File: src/gkaq_pkg.sv
// Package for the grid keypoint area query unit.
// Sizes, field widths, codes and the controller/datapath command and status structs.
// No dependencies.
package gkaq_pkg;

	localparam int MAX_KEYS     = 2048;
	localparam int GRID_COLUMNS = 64;
	localparam int GRID_ROWS    = 48;
	localparam int MAX_HITS     = 64;

	localparam int NUM_CELLS = GRID_COLUMNS * GRID_ROWS;
	localparam int KEY_AW    = $clog2(MAX_KEYS);
	localparam int CNT_W     = $clog2(MAX_KEYS + 1);
	localparam int CELL_AW   = $clog2(NUM_CELLS);
	localparam int HIT_W     = $clog2(MAX_HITS + 1);

	// field widths of the ports
	localparam int FUNC_W     = 2;
	localparam int COORD_W    = 16;
	localparam int LVL_W      = 4;
	localparam int RAD_W      = 15;
	localparam int MAXL_W     = 5;
	localparam int IDX_W      = 11;
	localparam int CIDX_W     = 6;
	localparam int SCALE_W    = 18;
	localparam int CFG_IDX_W  = 2;
	localparam int CFG_DATA_W = 18;

	// fixed point: Q12.4 times Q2.16 gives 20 fraction bits
	localparam int FRAC_BITS = 20;
	localparam int OPND_W    = COORD_W + 2;
	localparam int PROD_W    = 38;
	localparam int EDGE_W    = PROD_W - FRAC_BITS;
	localparam logic [PROD_W-1:0] FRAC_MASK = PROD_W'((64'd1 << FRAC_BITS) - 64'd1);
	localparam logic [PROD_W-1:0] FRAC_HALF = PROD_W'(64'd1 << (FRAC_BITS - 1));

	typedef enum logic [FUNC_W-1:0] {
		FN_CLEAR  = 2'd0,
		FN_INSERT = 2'd1,
		FN_QUERY  = 2'd2,
		FN_NONE   = 2'd3
	} func_t;

	typedef enum logic [CFG_IDX_W-1:0] {
		REG_ORIGIN_X  = 2'd0,
		REG_ORIGIN_Y  = 2'd1,
		REG_COL_SCALE = 2'd2,
		REG_ROW_SCALE = 2'd3
	} cfg_reg_t;

	typedef enum logic [2:0] {
		MS_INS_X,
		MS_INS_Y,
		MS_LO_X,
		MS_HI_X,
		MS_LO_Y,
		MS_HI_Y
	} mul_sel_t;

	typedef enum logic [2:0] {
		OS_PLAIN,
		OS_FULL,
		OS_INSERT,
		OS_HIT,
		OS_HIT_LAST,
		OS_HIT_TRUNC
	} out_sel_t;

	typedef struct packed {
		logic signed [COORD_W-1:0] x;
		logic signed [COORD_W-1:0] y;
		logic [LVL_W-1:0]          lvl;
	} key_ent_t;

	typedef struct packed {
		logic              occ;
		logic [KEY_AW-1:0] first;
		logic [KEY_AW-1:0] tail;
	} cell_ent_t;

	typedef struct packed {
		logic     capture;
		logic     mul_en;
		mul_sel_t mul_sel;
		logic     cnt_clr;
		logic     cnt_inc;
		logic     key_wr;
		logic     sweep_wr;
		logic     cell_rd;
		logic     cell_ins_wr;
		logic     ins_load_ix;
		logic     q_load_start;
		logic     ix_inc;
		logic     iy_inc;
		logic     k_load_first;
		logic     k_load_next;
		logic     key_rd;
		logic     hit_rst;
		logic     hit_take;
		logic     out_load;
		out_sel_t out_sel;
	} dp_cmd_t;

	typedef struct packed {
		logic full;
		logic in_grid;
		logic empty;
		logic cell_occ;
		logic hit;
		logic pend;
		logic n_full;
		logic k_fin;
		logic iy_last;
		logic ix_last;
		logic sweep_last;
		logic out_free;
	} dp_stat_t;

endpackage

File: src/gkaq_ctrl.sv
// Controller state machine: sequences clear sweep, insert and query walk over the datapath.
// Depends on gkaq_pkg.
module gkaq_ctrl (
	input  logic               clk,
	input  logic               arst_n,
	input  logic               in_valid,
	input  gkaq_pkg::func_t    in_func,
	output logic               in_ready,
	output gkaq_pkg::dp_cmd_t  cmd,
	input  gkaq_pkg::dp_stat_t stat
);
	import gkaq_pkg::*;

	typedef enum logic [3:0] {
		S_INIT, S_IDLE, S_SWEEP, S_MUL, S_DRAIN, S_INS_CHK, S_INS_RD, S_INS_WR,
		S_Q_START, S_C_RD, S_C_CHK, S_K_RD, S_K_CHK, S_NEXT_C, S_Q_END, S_RESP
	} state_t;

	state_t   state_q, state_d;
	logic [1:0] mstep_q, mstep_d;
	logic     is_query_q, is_query_d;
	out_sel_t osel_q, osel_d;

	always_comb begin
		cmd        = '0;
		state_d    = state_q;
		mstep_d    = mstep_q;
		is_query_d = is_query_q;
		osel_d     = osel_q;
		in_ready   = state_q == S_IDLE;

		unique case (state_q)
			S_INIT: begin
				cmd.sweep_wr = 1'b1;
				if (stat.sweep_last) state_d = S_IDLE;
			end
			S_IDLE: begin
				if (in_valid) begin
					cmd.capture = 1'b1;
					mstep_d     = '0;
					unique case (in_func)
						FN_CLEAR: begin
							cmd.cnt_clr = 1'b1;
							state_d     = S_SWEEP;
						end
						FN_INSERT: begin
							is_query_d = 1'b0;
							if (stat.full) begin
								osel_d  = OS_FULL;
								state_d = S_RESP;
							end else begin
								state_d = S_MUL;
							end
						end
						FN_QUERY: begin
							is_query_d  = 1'b1;
							cmd.hit_rst = 1'b1;
							state_d     = S_MUL;
						end
						FN_NONE: begin
							osel_d  = OS_PLAIN;
							state_d = S_RESP;
						end
						default: ;
					endcase
				end
			end
			S_SWEEP: begin
				cmd.sweep_wr = 1'b1;
				if (stat.sweep_last) begin
					osel_d  = OS_PLAIN;
					state_d = S_RESP;
				end
			end
			S_MUL: begin
				cmd.mul_en = 1'b1;
				mstep_d    = mstep_q + 1'b1;
				if (is_query_q) begin
					unique case (mstep_q)
						2'd0: cmd.mul_sel = MS_LO_X;
						2'd1: cmd.mul_sel = MS_HI_X;
						2'd2: cmd.mul_sel = MS_LO_Y;
						2'd3: cmd.mul_sel = MS_HI_Y;
						default: ;
					endcase
					if (mstep_q == 2'd3) state_d = S_DRAIN;
				end else begin
					cmd.mul_sel = mstep_q[0] ? MS_INS_Y : MS_INS_X;
					if (mstep_q[0]) state_d = S_DRAIN;
				end
			end
			S_DRAIN: state_d = is_query_q ? S_Q_START : S_INS_CHK;
			S_INS_CHK: begin
				osel_d = OS_INSERT;
				if (stat.in_grid) begin
					cmd.ins_load_ix = 1'b1;
					state_d         = S_INS_RD;
				end else begin
					state_d = S_RESP;
				end
			end
			S_INS_RD: begin
				cmd.cell_rd = 1'b1;
				state_d     = S_INS_WR;
			end
			S_INS_WR: begin
				cmd.cell_ins_wr = 1'b1;
				state_d         = S_RESP;
			end
			S_Q_START: begin
				if (stat.empty) begin
					state_d = S_Q_END;
				end else begin
					cmd.q_load_start = 1'b1;
					state_d          = S_C_RD;
				end
			end
			S_C_RD: begin
				cmd.cell_rd = 1'b1;
				state_d     = S_C_CHK;
			end
			S_C_CHK: begin
				if (stat.cell_occ) begin
					cmd.k_load_first = 1'b1;
					state_d          = S_K_RD;
				end else begin
					state_d = S_NEXT_C;
				end
			end
			S_K_RD: begin
				cmd.key_rd = 1'b1;
				state_d    = S_K_CHK;
			end
			S_K_CHK: begin
				priority if (stat.hit && stat.pend && stat.n_full) begin
					// one more hit than the cap: close with the held hit
					if (stat.out_free) begin
						cmd.out_load = 1'b1;
						cmd.out_sel  = OS_HIT_TRUNC;
						state_d      = S_IDLE;
					end
				end else if (stat.hit && stat.pend && !stat.out_free) begin
					// hold until the response register frees
				end else begin
					if (stat.hit) begin
						cmd.hit_take = 1'b1;
						if (stat.pend) begin
							cmd.out_load = 1'b1;
							cmd.out_sel  = OS_HIT;
						end
					end
					if (stat.k_fin) begin
						state_d = S_NEXT_C;
					end else begin
						cmd.k_load_next = 1'b1;
						state_d         = S_K_RD;
					end
				end
			end
			S_NEXT_C: begin
				if (stat.iy_last) begin
					if (stat.ix_last) begin
						state_d = S_Q_END;
					end else begin
						cmd.ix_inc = 1'b1;
						state_d    = S_C_RD;
					end
				end else begin
					cmd.iy_inc = 1'b1;
					state_d    = S_C_RD;
				end
			end
			S_Q_END: begin
				if (stat.out_free) begin
					cmd.out_load = 1'b1;
					cmd.out_sel  = stat.pend ? OS_HIT_LAST : OS_PLAIN;
					state_d      = S_IDLE;
				end
			end
			S_RESP: begin
				if (stat.out_free) begin
					cmd.out_load = 1'b1;
					cmd.out_sel  = osel_q;
					if (osel_q == OS_INSERT) begin
						cmd.cnt_inc = 1'b1;
						cmd.key_wr  = 1'b1;
					end
					state_d = S_IDLE;
				end
			end
			default: state_d = S_IDLE;
		endcase
	end

	always_ff @(posedge clk or negedge arst_n) begin
		if (!arst_n) begin
			state_q    <= S_INIT;
			mstep_q    <= '0;
			is_query_q <= 1'b0;
			osel_q     <= OS_PLAIN;
		end else begin
			state_q    <= state_d;
			mstep_q    <= mstep_d;
			is_query_q <= is_query_d;
			osel_q     <= osel_d;
		end
	end

	a_ready_idle: assert property (@(posedge clk) disable iff (!arst_n)
		in_ready |-> !cmd.out_load) else $error("result loaded while taking a new item");
	a_walk_hold: assert property (@(posedge clk) disable iff (!arst_n)
		(state_q == S_K_CHK && !cmd.k_load_next && state_d == S_K_CHK) |=> $stable(osel_q))
		else $error("response select moved during a stalled hit");
	a_sweep_idle: assert property (@(posedge clk) disable iff (!arst_n)
		cmd.sweep_wr |-> !in_ready) else $error("item accepted during cell sweep");
endmodule

File: config.mk
export PLATFORM = sky130hd
export DESIGN_NAME = gkaq_ctrl
export DESIGN_NICKNAME = d
export VERILOG_FILES = /design/src/gkaq_pkg.sv /design/src/gkaq_ctrl.sv
export SDC_FILE = /design/constraint.sdc
export NUM_CORES = 1
export LEC_CHECK = 0
export BUFFER_PORTS_ARGS = -buffer_cell sky130_fd_sc_hd__buf_2
export CAP_MARGIN = 20
export CORE_UTILIZATION = 53
export CTS_CLUSTER_SIZE = 10
export DETAILED_ROUTE_END_ITERATION = 12
export PLACE_DENSITY = 0.9
export SETUP_SLACK_MARGIN = 0.1
export SLEW_MARGIN = 0
export SYNTH_ARGS = -nofsm -noshare
export SYNTH_HDL_FRONTEND = slang
export SYNTH_SLANG_ARGS = --single-unit
File: constraint.sdc
create_clock -name clk -period 5 [get_ports clk]
set_input_delay 1.5 -clock clk [delete_from_list [all_inputs] [get_ports clk]]
set_output_delay 1.5 -clock clk [all_outputs]
set_load 0.01 [all_outputs]
==> impl_metrics.toml, run 1 <==
[min_path]
holdPathEnd = "osel_q[1]"
hold_path_startpoint = "osel_q[1]"
holdPathStages = 2
hp-class = "reg -> reg"

[route]
routedWlPerCell_um = 14.91
via_per_inst = 6.195
dr.pass1.iters = 4
wirelength_um = 3206
drc = 0
postRouteAntennaNets = 0
drtIter0Drc = 74
vias = 1332

[cts]
holdBufCountCts = 0
insertion_delay_ns = 0.26
cts_sinks = 9
numCtsBuffers = 3
cts_tree = "built"
postCtsSetupBuffers = 0
clockRootBuffer = "clkbuf_4"
cts_buffer_depth = 2
htree_levels = 1
clk_transition_reported_paths_ns = 0.06
ctsResizeCount = 0

[die]
start_util_pct = 57.13
num_io_pins = 42
core_mm2 = 0.001982
die_w_um = 48.22
core.rowCount = 16
design.die.area_mm2 = 0.002325
die_y_um = 48.22

[power]
power_frac_clock_pct = 8.4
p_per_area_mw_per_mm2 = 502.0
p_leak_uw = 0.0006860
ir_drop_mv = 0.2790
p_sw_uw = 354.6
swShare_pct = 52.47
seq_power_share_pct = 34.4
intPower_uw = 321.2
pwr-share-comb_pct = 57.2

[worst_setup_path]
cpMaxStageDelayCell = "and3_1"
cp.arrival_ns = 2.40
crit_chain = "buf_2, and3_1, nor2b_1, nand2_1, nor2_1, buf_2"
r2r-start = "state_q[0]"
required_ns = 3.50
reg2reg_slack_ns = 2.66
cp-end-kind = "output pin"
cp_common_cell = "buf_2"
worst_setup_path_start_kind = "input pin"
crit_family = "simple AND/OR/NAND/NOR gates"
crit_type = "in -> out"
rr_worst_depth = 4
r2r_end = "osel_q[0]"
cp_max_fo = 8
cpPeakStageDelay_ns = 0.22
cp_num_buf_inv = 2

[final_layout]
final_util_pct = 67.93
drive_gt1_share_pct = 26.60
nets = 213
nFillCells = 165
antenna_cells = 0
syn2layout_area_growth_pct = 18.89
fin_area_mm2 = 0.001346

[global_routing]
grt_util_all_layers_pct = 28.70
grt_pass1_wl_um = 4767
antenna_found_initial = 0
gr-total-overflow = 0
grt_pass1_vias = 1040
grt_max_degree = 29

[sta]
fin_setup_tns_ns = 0
worst_pin_slew_ns = 0.7628
slew_headroom_pct = 49.15
fin_skew_ns = 0.002202
max_clock_freq_ghz = 0.2566
period_share_pct = 77.93
period_minus_slack_ns = 3.896
setup_viol = 0
hold_violations = 0
rsz0062_at_grt = "false"
slew_viol_final = 0

[logic_synthesis]
synth_commonest_cells = "14 x inv_1, 12 x nor2_1, 10 x nand2_1, 9 x dfrtp_1, 9 x nand2b_1"
yosysWarnings = 0
synthFlopType = "dfrtp_1"
ys_seq_area_share_pct = 19.89
netlist_area_mm2 = 0.001132
synth_cell_types = 45
syn_inst = 154
syn_nets = 178
yosysTopAreaCellShare_pct = 19.89
synth.ff_latch_count = 9
syn_area_per_cell_um2 = 7.353
synth.area.top_cells = "dfrtp_1 20%, ha_1 7.7%, nand2b_1 5.0%, inv_1 4.6%, nor2_1 4.0%"
yosysMostFrequentCell = "inv_1"
synth_top_area_cell = "dfrtp_1"
async_flop_share_pct = 100.0
synth_enable_flop_cells = 0

[placed_design]
portBuffers = 41
post_dp_cell_area_mm2 = 0.001320
dpl.hpwl_um = 2300
place.gp.congestion = 0.9122

[run]
maxCapViolCount = 0

[run_status]
status = "complete, no violations"
==> placed cells by master, fill, tap and decap left out, types with 2 or more instances in the layout <==
| cell | instances |
|---|---|
| and3_1 | 4 |
| or4_1 | 2 |
| a31oi_1 | 5 |
| nand4b_1 | 3 |
| ha_1 | 7 |
| o21ai_0 | 7 |
| inv_1 | 14 |
| nor4_1 | 2 |
| mux2i_1 | 2 |
| a21oi_1 | 8 |
| nor3_1 | 5 |
| a21o_1 | 2 |
| o211ai_1 | 2 |
| clkbuf_4 | 3 |
| and2_1 | 2 |
| or3_1 | 2 |
| nand3_1 | 5 |
| nor2b_1 | 4 |
| o2bb2ai_1 | 2 |
| nor2_1 | 12 |
| dfrtp_1 | 9 |
| mux2_2 | 3 |
| nand2b_1 | 9 |
| nand2_1 | 10 |
| o22ai_1 | 4 |
| buf_2 | 41 |
| nand3b_1 | 2 |
==> registers in the layout, summed over array words and instances, names as in the netlist <==
register    cells
osel_q          2
mstep_q         2
is_query_q      1
state_q         4
==> layer usage <==
metal  up-vias  share of wire, %  track usage (%)
li1        630                 -                -
met1       614                41            41.57
met2        84                50            45.60
met3         4               8.2            4.444
met4         0              0.78            4.444
met5         -                 0                0
==> logic make-up after synthesis <==
kind of cell,count (synthesis),share of synthesized area (%)
buffers and inverters,25,9.170
flip-flops,9,19.89
adder cells (fa/ha/maj),7,7.734
AO/OA/AOI/OAI,40,23.65
multiplexers,5,4.751
AND/OR/NAND/NOR,68,34.80
==> power groups by stage <==
stage          sequential, uW  clock (uW)  combinational (uW)
5_1_grt                   246        63.1                 428
2_1_floorplan             133           0                 374
4_1_cts                   227        56.3                 382
6_report                  233        56.9                 386
3_3_place_gp              222           0                 365
3_5_place_dp              228           0                 377
==> stage by stage <==
| step | std cells | hold slack [ns] | power, uW | setup WS [ns] |
|---|---|---|---|---|
| floorplan | 154 | 0.4852 | 506.6 | 1.232 |
| global placement | 211 | 0.5165 | 587.7 | 1.181 |
| detailed placement | 211 | 0.5335 | 604.9 | 1.103 |
| CTS | 215 | 0.5443 | 664.8 | 1.099 |
| global route | 215 | 0.5738 | 737.1 | 0.9654 |
| finish | 215 | 0.5465 | 675.8 | 1.104 |
==> tightest hold or removal path, cell delays in order (launching register included) <==
cell and delay (ns):
dfrtp_1 0.38, inv_1 0.06, o22ai_1 0.06
==> worst max path at each step <==
stage,startpoint,to,slack (ns),cells past startpoint
after detailed placement,stat[0],cmd[16],1.10,6
after global placement,stat[0],cmd[17],1.18,6
after global routing,stat[0],cmd[16],0.97,6
final,stat[0],cmd[16],1.10,6
after CTS,stat[0],cmd[16],1.10,6
after floorplan,stat[0],cmd[17],1.23,5
==> layout make-up <==
type | count | area, um^2 | area share [%]
Tap cell | 27 | 33.78 | 2.509
Multi-Input combinational cell | 120 | 803.3 | 59.67
Clock buffer | 4 | 26.28 | 1.952
Timing Repair Buffer | 41 | 205.2 | 15.24
Sequential cell | 9 | 225.2 | 16.73
Inverter | 14 | 52.55 | 3.903
Power figures use the tool's default switching activity.
==> run 2: changes to the inputs <==
--- a/config.mk
+++ b/config.mk
@@ -7,10 +7,10 @@
 export LEC_CHECK = 0
 export BUFFER_PORTS_ARGS = -buffer_cell sky130_fd_sc_hd__buf_2
 export CAP_MARGIN = 20
-export CORE_UTILIZATION = 53
+export CORE_UTILIZATION = 49
 export CTS_CLUSTER_SIZE = 10
 export DETAILED_ROUTE_END_ITERATION = 12
-export PLACE_DENSITY = 0.9
+export PLACE_DENSITY = 0.84
 export SETUP_SLACK_MARGIN = 0.1
 export SLEW_MARGIN = 0
 export SYNTH_ARGS = -nofsm -noshare
==> constraint.sdc (replaced) <==
create_clock -name clk -period 3.6 [get_ports clk]
set_input_delay 1.08 -clock clk [delete_from_list [all_inputs] [get_ports clk]]
set_output_delay 1.08 -clock clk [all_outputs]
set_load 0.01 [all_outputs]
==> impl_metrics.toml, run 2 (synthesis gave the netlist of run 1 again) <==
[global_routing]
antenna_found_initial = 0
gr-total-overflow = 0
grt_max_degree = 27
grt_pass1_vias = 1176
grt_util_all_layers_pct = 27.26
grt_pass1_wl_um = 5223

[route]
routedWlPerCell_um = 13.99
dr.pass1.iters = 4
postRouteAntennaNets = 0
drc = 0
via_per_inst = 6.032
drtIter0Drc = 62
vias = 1327
wirelength_um = 3077

[final_layout]
nets = 217
antenna_cells = 0
finalNonFillerCells = 220
top_register = "state_q"
most-common-layout-cells = "41 x buf_2, 14 x inv_1, 12 x nor2_1"
drive_gt1_share_pct = 28.13
syn2layout_area_growth_pct = 21.66
largest_register_ffs = 4
final_common_cell = "buf_2"
nFillCells = 195
top_regs = "state_q (4), mstep_q (2), osel_q (2)"

[cts]
ctsResizeCount = 0
cts_buffer_depth = 2
clockRootBuffer = "clkbuf_4"
insertion_delay_ns = 0.26
postCtsSetupBuffers = 0
cts_sinks = 9
clk_transition_reported_paths_ns = 0.05
holdBufCountCts = 0
numCtsBuffers = 3
htree_levels = 1
cts_tree = "built"

[power]
intPower_uw = 476.6
power_frac_clock_pct = 7.7
pwr-share-comb_pct = 70.3
p_leak_uw = 0.0007055
p_per_area_mw_per_mm2 = 706.7
ir_drop_mv = 0.4326
power_uw = 973.6
p_sw_uw = 496.9
seq_power_share_pct = 22.0
swShare_pct = 51.04

[min_path]
hold_path_startpoint = "osel_q[1]"
hp-class = "reg -> reg"

[worst_setup_path]
worst_setup_path_start_kind = "input pin"
cp-end-kind = "output pin"
cp.arrival_ns = 1.93
cp_max_fo = 8
r2r-start = "state_q[1]"
crit_type = "in -> out"
required_ns = 2.52
critPathLaunch = "stat[0]"

[placed_design]
dpl.hpwl_um = 2350
place_inst = 216
portBuffers = 41
place.gp.congestion = 0.9099

[sta]
slew_viol_final = 0
whs_ns = 0.5525
hold_violations = 0
fin_setup_tns_ns = 0
fin_skew_ns = 0.002894
setup_viol = 0
max_clock_freq_ghz = 0.3321
slew_headroom_pct = 74.74
worst_pin_slew_ns = 0.3788
period_share_pct = 83.64
rsz0062_at_grt = "false"
period_minus_slack_ns = 3.011

[die]
die_y_um = 50.07
num_io_pins = 42
start_util_pct = 51.68
die_w_um = 50.07
core_mm2 = 0.002191
core.rowCount = 17
design.die.area_mm2 = 0.002507

[run_status]
status = "complete, no violations"

[run]
maxCapViolCount = 0
run 2: cell count changes in the layout (fill, tap and decap cells not counted):
| cell | delta |
|---|---|
| buf_4 | +4 |
run 2: metal layers:
metal,global-route usage [%],vias to the layer above,part of all wire [%]
li1,-,638,-
met1,34.52,614,42
met2,46.00,69,49
met3,4.630,6,7.9
met4,9.048,0,1.0
met5,0,-,0
run 2: through the flow:
stage	area, um^2	worst slack, ns	utilization (%)
2_1_floorplan	1132	0.6721	-
3_3_place_gp	1351	0.6214	61.68
3_5_place_dp	1351	0.5802	61.68
4_1_cts	1378	0.5815	62.88
5_1_grt	1378	0.4450	62.88
6_report	1378	0.5890	62.88
run 2: area by class of cell:
type	instances	area, um^2	share of cell area, %
Clock buffer	4	26.28	1.907
Tap cell	28	35.03	2.543
Timing Repair Buffer	45	235.2	17.08
Multi-Input combinational cell	120	803.3	58.31
Inverter	14	52.55	3.815
Sequential cell	9	225.2	16.35
run 2: final timing paths:
check	to	slack (ns)	cells after the start
max	cmd[16]	0.59	6
min	osel_q[1]	0.55	2
max reg2reg	osel_q[0]	1.30	5
min reg2reg	osel_q[1]	0.55	2
max in group asynchronous	state_q[2]	2.77	1
min in group asynchronous	state_q[0]	0.66	1
run 2: power by group through the flow:
stage | clock network (uW) | registers [uW] | logic, uW
floorplan | 0 | 184 | 520
global placement | 0 | 207 | 652
detailed placement | 0 | 212 | 672
CTS | 78.3 | 210 | 673
global route | 86.1 | 222 | 763
finish | 75.3 | 214 | 684
run 2: worst max-delay path, cell delays in order:
cell and delay [ns]:
buf_2 0.14, and3_1 0.20, nor2b_1 0.17, nand2_1 0.08, nor2_1 0.11, buf_2 0.14
==> run 3: changes to the inputs <==
--- a/config.mk
+++ b/config.mk
@@ -7,10 +7,10 @@
 export LEC_CHECK = 0
 export BUFFER_PORTS_ARGS = -buffer_cell sky130_fd_sc_hd__buf_2
 export CAP_MARGIN = 20
-export CORE_UTILIZATION = 49
+export CORE_UTILIZATION = 44
 export CTS_CLUSTER_SIZE = 10
 export DETAILED_ROUTE_END_ITERATION = 12
-export PLACE_DENSITY = 0.84
+export PLACE_DENSITY = 0.8
 export SETUP_SLACK_MARGIN = 0.1
 export SLEW_MARGIN = 0
 export SYNTH_ARGS = -nofsm -noshare
==> constraint.sdc (replaced) <==
create_clock -name clk -period 2.6 [get_ports clk]
set_input_delay 0.78 -clock clk [delete_from_list [all_inputs] [get_ports clk]]
set_output_delay 0.78 -clock clk [all_outputs]
set_load 0.01 [all_outputs]
==> impl_metrics.toml, run 3 (synthesis gave the netlist of run 1 again) <==
[run_status]
status = "complete, no violations"

[die]
core_mm2 = 0.002455
die_w_um = 52.73
die_y_um = 52.73
start_util_pct = 46.13
design.die.area_mm2 = 0.002780
num_io_pins = 42
core.rowCount = 18

[final_layout]
top_register = "state_q"
drive_gt1_share_pct = 32.82
syn2layout_area_growth_pct = 27.18
nFillCells = 228
antenna_cells = 0
top_regs = "state_q (4), mstep_q (2), osel_q (2)"
most-common-layout-cells = "41 x buf_2, 14 x inv_1, 10 x nand2_1"
seq_area_um2 = 226.5
fin_area_mm2 = 0.001440
multi_input_area_um2 = 839.6
largest_register_ffs = 4
final_common_cell = "buf_2"
final_util_pct = 58.66
nets = 220

[worst_setup_path]
required_ns = 1.82
worst_setup_path_start_kind = "flip-flop"
cp.arrival_ns = 1.68
crit_type = "reg -> out"
cp_max_fo = 7
cp-end-kind = "output pin"

[route]
routedWlPerCell_um = 13.96
dr.pass1.iters = 4
via_per_inst = 5.796
drc = 0
postRouteAntennaNets = 0
wirelength_um = 3140
drtIter0Drc = 53
vias = 1304

[power]
p_sw_uw = 709.0
power_uw = 1409
swShare_pct = 50.33
p_per_area_mw_per_mm2 = 978.1
seq_power_share_pct = 20.8
p_leak_uw = 0.0007241
pwr-share-comb_pct = 71.6
intPower_uw = 699.6
ir_drop_mv = 0.6231
power_frac_clock_pct = 7.6

[cts]
insertion_delay_ns = 0.26
cts_buffer_depth = 2
clk_transition_reported_paths_ns = 0.06
cts_tree = "built"
clockRootBuffer = "clkbuf_4"
htree_levels = 1
numCtsBuffers = 3
holdBufCountCts = 0
cts_sinks = 9

[sta]
slew_viol_final = 0
setup_viol = 0
fin_setup_tns_ns = 0
max_clock_freq_ghz = 0.4072
period_minus_slack_ns = 2.456
fin_skew_ns = 0.006481
rsz0062_at_grt = "true"
setup_slack_ns = 0.1443
period_share_pct = 94.45
worst_pin_slew_ns = 0.3916
hold_violations = 0
slew_headroom_pct = 73.87

[global_routing]
gr-total-overflow = 0
grt_pass1_wl_um = 4878
grt_util_all_layers_pct = 23.60
antenna_found_initial = 0
grt_max_degree = 28
grt_pass1_vias = 1126

[placed_design]
post_dp_cell_area_mm2 = 0.001361
dpl.hpwl_um = 2363
place.gp.congestion = 0.8963
place_worst_setup_slack_ns = 0.1538
portBuffers = 41

[min_path]
hp-class = "in -> async"

[run]
maxCapViolCount = 0
## run 3: repair_timing
item                       4_1_cts  5_1_grt
hold endpoints to repair         0        0
resized for setup                4        4
setup endpoints to repair        5        9
buffers inserted                 0        2
pin swaps                        0        1
## run 3: path summary, 6_finish.rpt
| kind | startpoint | endpoint | slack [ns] | cells after the start |
|---|---|---|---|---|
| setup / recovery | state_q[2] | cmd[21] | 0.14 | 6 |
| hold / removal | arst_n | osel_q[1] | 0.36 | 1 |
| setup reg to reg | state_q[2] | osel_q[0] | 0.57 | 5 |
| hold reg to reg | osel_q[1] | osel_q[1] | 0.56 | 2 |
| max in group asynchronous | arst_n | state_q[2] | 2.04 | 1 |
| min in group clk | osel_q[1] | osel_q[1] | 0.56 | 2 |
## run 3: routing by layer
| layer | wire length, um | track usage (%) | vias up |
|---|---|---|---|
| li1 | - | - | 645 |
| met1 | 1331 | 29.02 | 600 |
| met2 | 1541 | 40.51 | 57 |
| met3 | 252 | 5.507 | 2 |
| met4 | 15 | 6.579 | 0 |
| met5 | 0 | 0 | - |
## run 3: area by class of cell
type,instances,area share [%]
well taps,30,2.606
inverters,14,3.649
flip-flops and latches,9,15.73
repair buffers,48,17.90
clock buffers,4,1.825
multi-input cells,120,58.30
## run 3: critical path, stage by stage (launching register included)
cell     delay (ns)
dfrtp_2        0.46
buf_4          0.16
nor2_2         0.21
nand3_1        0.15
inv_1          0.16
and3_1         0.16
buf_2          0.12
## run 3: per-stage QoR
stage,cells,hold WS [ns]
finish,225,0.3563
global route,225,0.3630
CTS,223,0.3558
detailed placement,219,0.5380
global placement,219,0.5461
floorplan,154,0.4844
## run 3: power by group through the flow
stage	combinational (uW)	sequential (uW)	clock, uW
after floorplan	719	255	0
after global placement	920	285	0
after detailed placement	935	289	0
after CTS	946	290	108
after global routing	1120	299	114
final	1010	294	107
